==> src/assert_macros.svh <==
`ifndef ASSERT_MACROS_SVH
`define ASSERT_MACROS_SVH

// check a property on every clock outside reset
`define ATE_CHECK(lbl, prop, msg) \
  lbl: assert property (@(posedge clk_i) disable iff (!rst_ni) (prop)) else $error(msg);

// check that a condition is followed by another in the next cycle
`define ATE_NEXT(lbl, cond, conseq, msg) \
  lbl: assert property (@(posedge clk_i) disable iff (!rst_ni) (cond) |=> (conseq)) \
    else $error(msg);

`endif

==> src/ate_pkg.sv <==
package ate_pkg;

  localparam int unsigned DEPTH = 64;
  localparam int unsigned IW    = $clog2(DEPTH);
  localparam int unsigned CW    = $clog2(DEPTH + 1);
  localparam int unsigned WW    = ((CW > 6) ? CW : 6) + 1;

  localparam logic [6:0] CAP_RESET = 7'd64;

  typedef logic signed [31:0] word_t;

  typedef enum logic [3:0] {
    K_APPEND    = 4'd0,
    K_INSERT    = 4'd1,
    K_DELETE    = 4'd2,
    K_GET       = 4'd3,
    K_SET       = 4'd4,
    K_SEARCH    = 4'd5,
    K_BINSEARCH = 4'd6,
    K_SORTED    = 4'd7,
    K_MAX       = 4'd8,
    K_MIN       = 4'd9,
    K_SUM       = 4'd10,
    K_REVERSE   = 4'd11,
    K_IS_SORTED = 4'd12
  } kind_e;

  typedef enum logic [2:0] {
    ST_OK       = 3'd0,
    ST_FULL     = 3'd1,
    ST_BADIDX   = 3'd2,
    ST_NOTFOUND = 3'd3,
    ST_EMPTY    = 3'd4
  } status_e;

  typedef struct packed {
    logic [3:0] kind;
    logic [5:0] position;
    word_t      operand;
  } in_t;

  typedef struct packed {
    logic [2:0] status;
    logic [5:0] where_found;
    word_t      result_value;
  } out_t;

  typedef struct packed {
    logic shift;
    logic push;
    logic pop;
  } cell_ctrl_t;

endpackage

==> src/ate_cell.sv <==
module ate_cell (
  input  logic                clk_i,
  input  ate_pkg::cell_ctrl_t ctrl_i,
  input  ate_pkg::word_t      main_next_i,
  input  ate_pkg::word_t      aux_left_i,
  input  ate_pkg::word_t      aux_right_i,
  output ate_pkg::word_t      main_o,
  output ate_pkg::word_t      aux_o
);
  import ate_pkg::*;

  word_t main_q, main_d;
  word_t aux_q, aux_d;

  always_comb begin
    main_d = ctrl_i.shift ? main_next_i : main_q;
    priority if (ctrl_i.push) begin
      aux_d = aux_left_i;
    end else if (ctrl_i.pop) begin
      aux_d = aux_right_i;
    end else begin
      aux_d = aux_q;
    end
  end

  always_ff @(posedge clk_i) begin
    main_q <= main_d;
    aux_q  <= aux_d;
  end

  assign main_o = main_q;
  assign aux_o  = aux_q;

endmodule

==> src/ate_chain.sv <==
module ate_chain (
  input  logic                clk_i,
  input  ate_pkg::cell_ctrl_t ctrl_i,
  input  ate_pkg::word_t      tail_i,
  input  ate_pkg::word_t      push_i,
  output ate_pkg::word_t      head_o,
  output ate_pkg::word_t      look_o,
  output ate_pkg::word_t      top_o
);
  import ate_pkg::*;

  word_t main_w [DEPTH];
  word_t aux_w  [DEPTH];

  for (genvar k = 0; k < DEPTH; k++) begin : g_cell
    word_t nxt, lft, rgt;
    if (k == DEPTH - 1) begin : g_last
      assign nxt = tail_i;
      assign rgt = '0;
    end else begin : g_mid
      assign nxt = main_w[k+1];
      assign rgt = aux_w[k+1];
    end
    if (k == 0) begin : g_first
      assign lft = push_i;
    end else begin : g_rest
      assign lft = aux_w[k-1];
    end
    ate_cell u_cell (
      .clk_i      (clk_i),
      .ctrl_i     (ctrl_i),
      .main_next_i(nxt),
      .aux_left_i (lft),
      .aux_right_i(rgt),
      .main_o     (main_w[k]),
      .aux_o      (aux_w[k])
    );
  end

  assign head_o = main_w[0];
  assign look_o = main_w[1];
  assign top_o  = aux_w[0];

endmodule
==> config.mk <==
export PLATFORM = sky130hd
export DESIGN_NAME = ate_chain
export DESIGN_NICKNAME = d
export VERILOG_FILES = /design/src/assert_macros.svh /design/src/ate_pkg.sv /design/src/ate_cell.sv /design/src/ate_chain.sv
export SDC_FILE = /design/constraint.sdc
export NUM_CORES = 2
export LEC_CHECK = 0
export BUFFER_PORTS_ARGS = -buffer_cell sky130_fd_sc_hd__buf_4
export CORE_ASPECT_RATIO = 0.9
export CORE_MARGIN = 2
export CORE_UTILIZATION = 65
export CTS_BUF_LIST = sky130_fd_sc_hd__clkbuf_4
export DETAILED_ROUTE_END_ITERATION = 10
export HOLD_SLACK_MARGIN = 0.15
export PLACE_DENSITY = 0.85
export REMOVE_ABC_BUFFERS = 1
export SYNTH_ARGS = -nofsm -noshare
export SYNTH_HDL_FRONTEND = slang
export SYNTH_SLANG_ARGS = --single-unit
export TNS_END_PERCENT = 20
==> constraint.sdc <==
create_clock -name clk_i -period 73.6 [get_ports clk_i]
set_input_delay 7.36 -clock clk_i [delete_from_list [all_inputs] [get_ports clk_i]]
set_output_delay 7.36 -clock clk_i [all_outputs]
set_load 0.02 [all_outputs]
==> results.toml <==
[placed_design]
place_ws_ns = 59.36
dpl-instance-area_um2 = 152000
placed_cells = 9389
place.gp.congestion = 0.705
dpl.hpwl_um = 91900
port_buffers = 163

[worst_setup_path]
cp_max_fo = 204
end_kind = "flip-flop"
cpMostUsedCell = "buf_4"
path_buf_inv = 7
crit_family = "buffers and inverters"
worstPathArrival_ns = 13.96
critical_path_required_ns = 74.69
slowest_delay_ns = 0.98
crit_chain = "buf_16 > buf_12 > buf_4 > buf_4 > buf_4 > buf_4 > buf_4 > mux2_2"
cp-start-kind = "input port"
slowest_stage = "buf_4"
critPathKind = "input port to flip-flop"

[floorplanning]
start_util_pct = 65.3
num_io_pins = 164
core-area_um2 = 227000
placementRows = 166
die_area_um2 = 232000
die_height_um = 457
die_x_um = 507

[power_and_ir_drop]
p_per_area_nw_per_um2 = 31.1
vdd_drop_max_mv = 0.0189
total_power_w = 0.00507
p_leak_nw = 57.1

[global_routing]
antenna_found_initial = 8
grt.overflow.total = 0
grt_pass1_wl_um = 304000
grt_pass1_vias = 61900
grt_max_degree = 228
gr-usage-all-layers_pct = 15.7

[sta]
final.min_clock_period_ns = 12.88
finalMaxSlewViolations = 0
layout_setup_ws_ns = 60.72
tns_ns = 0
max_freq_mhz = 77.7
slew_headroom_pct = 14.5
fin_skew_ns = 0.104
hold_violations = 0
min_period_over_period_pct = 17.5
rsz0062_at_grt = "no"
worstMarginPinSlew_ns = 1.28
setup_viol = 0

[synthesis]
syn_area_um2 = 148000
syn_inst = 6373
yosys_warnings = 0
synth.yosys.seq_area_share_pct = 83.0
ys_seq_elements = 4096
synth_cell_types = 7
syn_area_per_cell_um2 = 23.2

[drt]
drtIter0Drc = 4803
drc = 0
vias = 59200
post_drt_via_cell_ratio = 5.38
wl_per_cell_um = 16.9
drt_pre_antenna_iters = 5
drt_wl_total_um = 187000
ant_nets = 0

[finish]
postLayoutCellArea_um2 = 163000
fill_cells = 12600
fin_cells = 11000
area_growth_pct = 10.1
area.sequential_um2 = 123000
fin_nets = 7356
drive_gt1_share_pct = 45.7
multi_input_area_um2 = 22900

[clocking]
clk_path_buf_depth = 4
clk_latency_ns = 1.39
cts_tree = "yes"
clock_sinks = 4096
clockRootBuffer = "clkbuf_4"
cts_inserted_buffers = 921
cts_max_level = 6
clk_pin_slew_worst_paths_ns = 0.07
post_cts_buffers = 0
ctsResizeCount = 0
holdBufCountCts = 0

[worst_hold_path]
hp-class = "flip-flop to flip-flop"

[flow_run]
maxCapViolCount = 0

[run_status]
status = "finished clean"
## synth_stat cells, drive strengths merged
| master | count | area, µm² |
|---|---|---|
| edfxtp | 4096 | 123000 |
| mux2 | 2016 | 22700 |
| buf | 226 | 2230 |
| and2 | 32 | 200 |
| clkbuf | 2 | 7.51 |
| or2 | 1 | 6.26 |
## registers in the layout, indices dropped and copies added, names as in the netlist
register,count
g_cell.u_cell.aux_o,2048
g_cell.u_cell.main_o,2048
## worst paths after layout
kind	start	depth (start not counted)	slack (ns)	end
worst max-delay path	ctrl_i[1]	8	60.72	g_cell[32].u_cell.aux_o[2]
worst min-delay path	g_cell[32].u_cell.main_o[19]	0	0.34	g_cell[31].u_cell.main_o[19]
worst max register to register	g_cell[4].u_cell.aux_o[10]	1	72.57	g_cell[3].u_cell.aux_o[10]
worst min register to register	g_cell[32].u_cell.main_o[19]	0	0.34	g_cell[31].u_cell.main_o[19]
## where the power goes
group / leakage, nW / internal (W) / switching [W]
clock network: 6.88 / 0.000884 / 0.000831
logic: 9.21 / 0.000185 / 0.000129
registers: 41.0 / 0.00292 / 0.000123
total: 57.1 / 0.00399 / 0.00108
## kinds of logic after synthesis
family,after synthesis,synth area share [%]
flip-flops,4096,83.0
multiplexers,2016,15.3
buffers and inverters,228,1.51
AND/OR/NAND/NOR,33,0.139
## final cells by class
class | count | area share [%]
flip-flops and latches | 4096 | 75.4
multi-input cells | 2049 | 14.0
clock buffers | 1361 | 6.26
well taps | 3024 | 2.32
repair buffers | 220 | 1.11
clock inverters | 259 | 0.876
diodes | 10 | 0.0153
## metrics by stage
stage          utilization, %  hold slack [ns]
3_3_place_gp             66.7            0.400
4_1_cts                  71.9            0.344
3_5_place_dp             66.7            0.405
6_report                 71.9            0.336
2_1_floorplan               -            0.400
5_1_grt                  71.9            0.332
## layer usage
layer  vias up  share of wire (%)  global-route usage, %
li1      28200                  -                      -
met2      1201                 49                   24.8
met3       366                4.3                   3.94
met1     29500                 44                   21.2
met4         8                2.4                   6.50
met5         -              0.026                      0
## placed cells by master, fill, tap and decap left out
cell and n:
clkbuf_4 1361, buf_16 2, and2_1 32, inv_2 6, clkinv_2 5, or2_4 1
clkinvlp_4 12, clkinv_1 206, buf_12 10, inv_8 3, clkinv_8 1, edfxtp_1 4096
bufinv_16 11, clkinv_4 7, mux2_2 2016, inv_12 1, inv_6 7, diode_2 10
buf_4 208
Power figures use the tool's default switching activity.
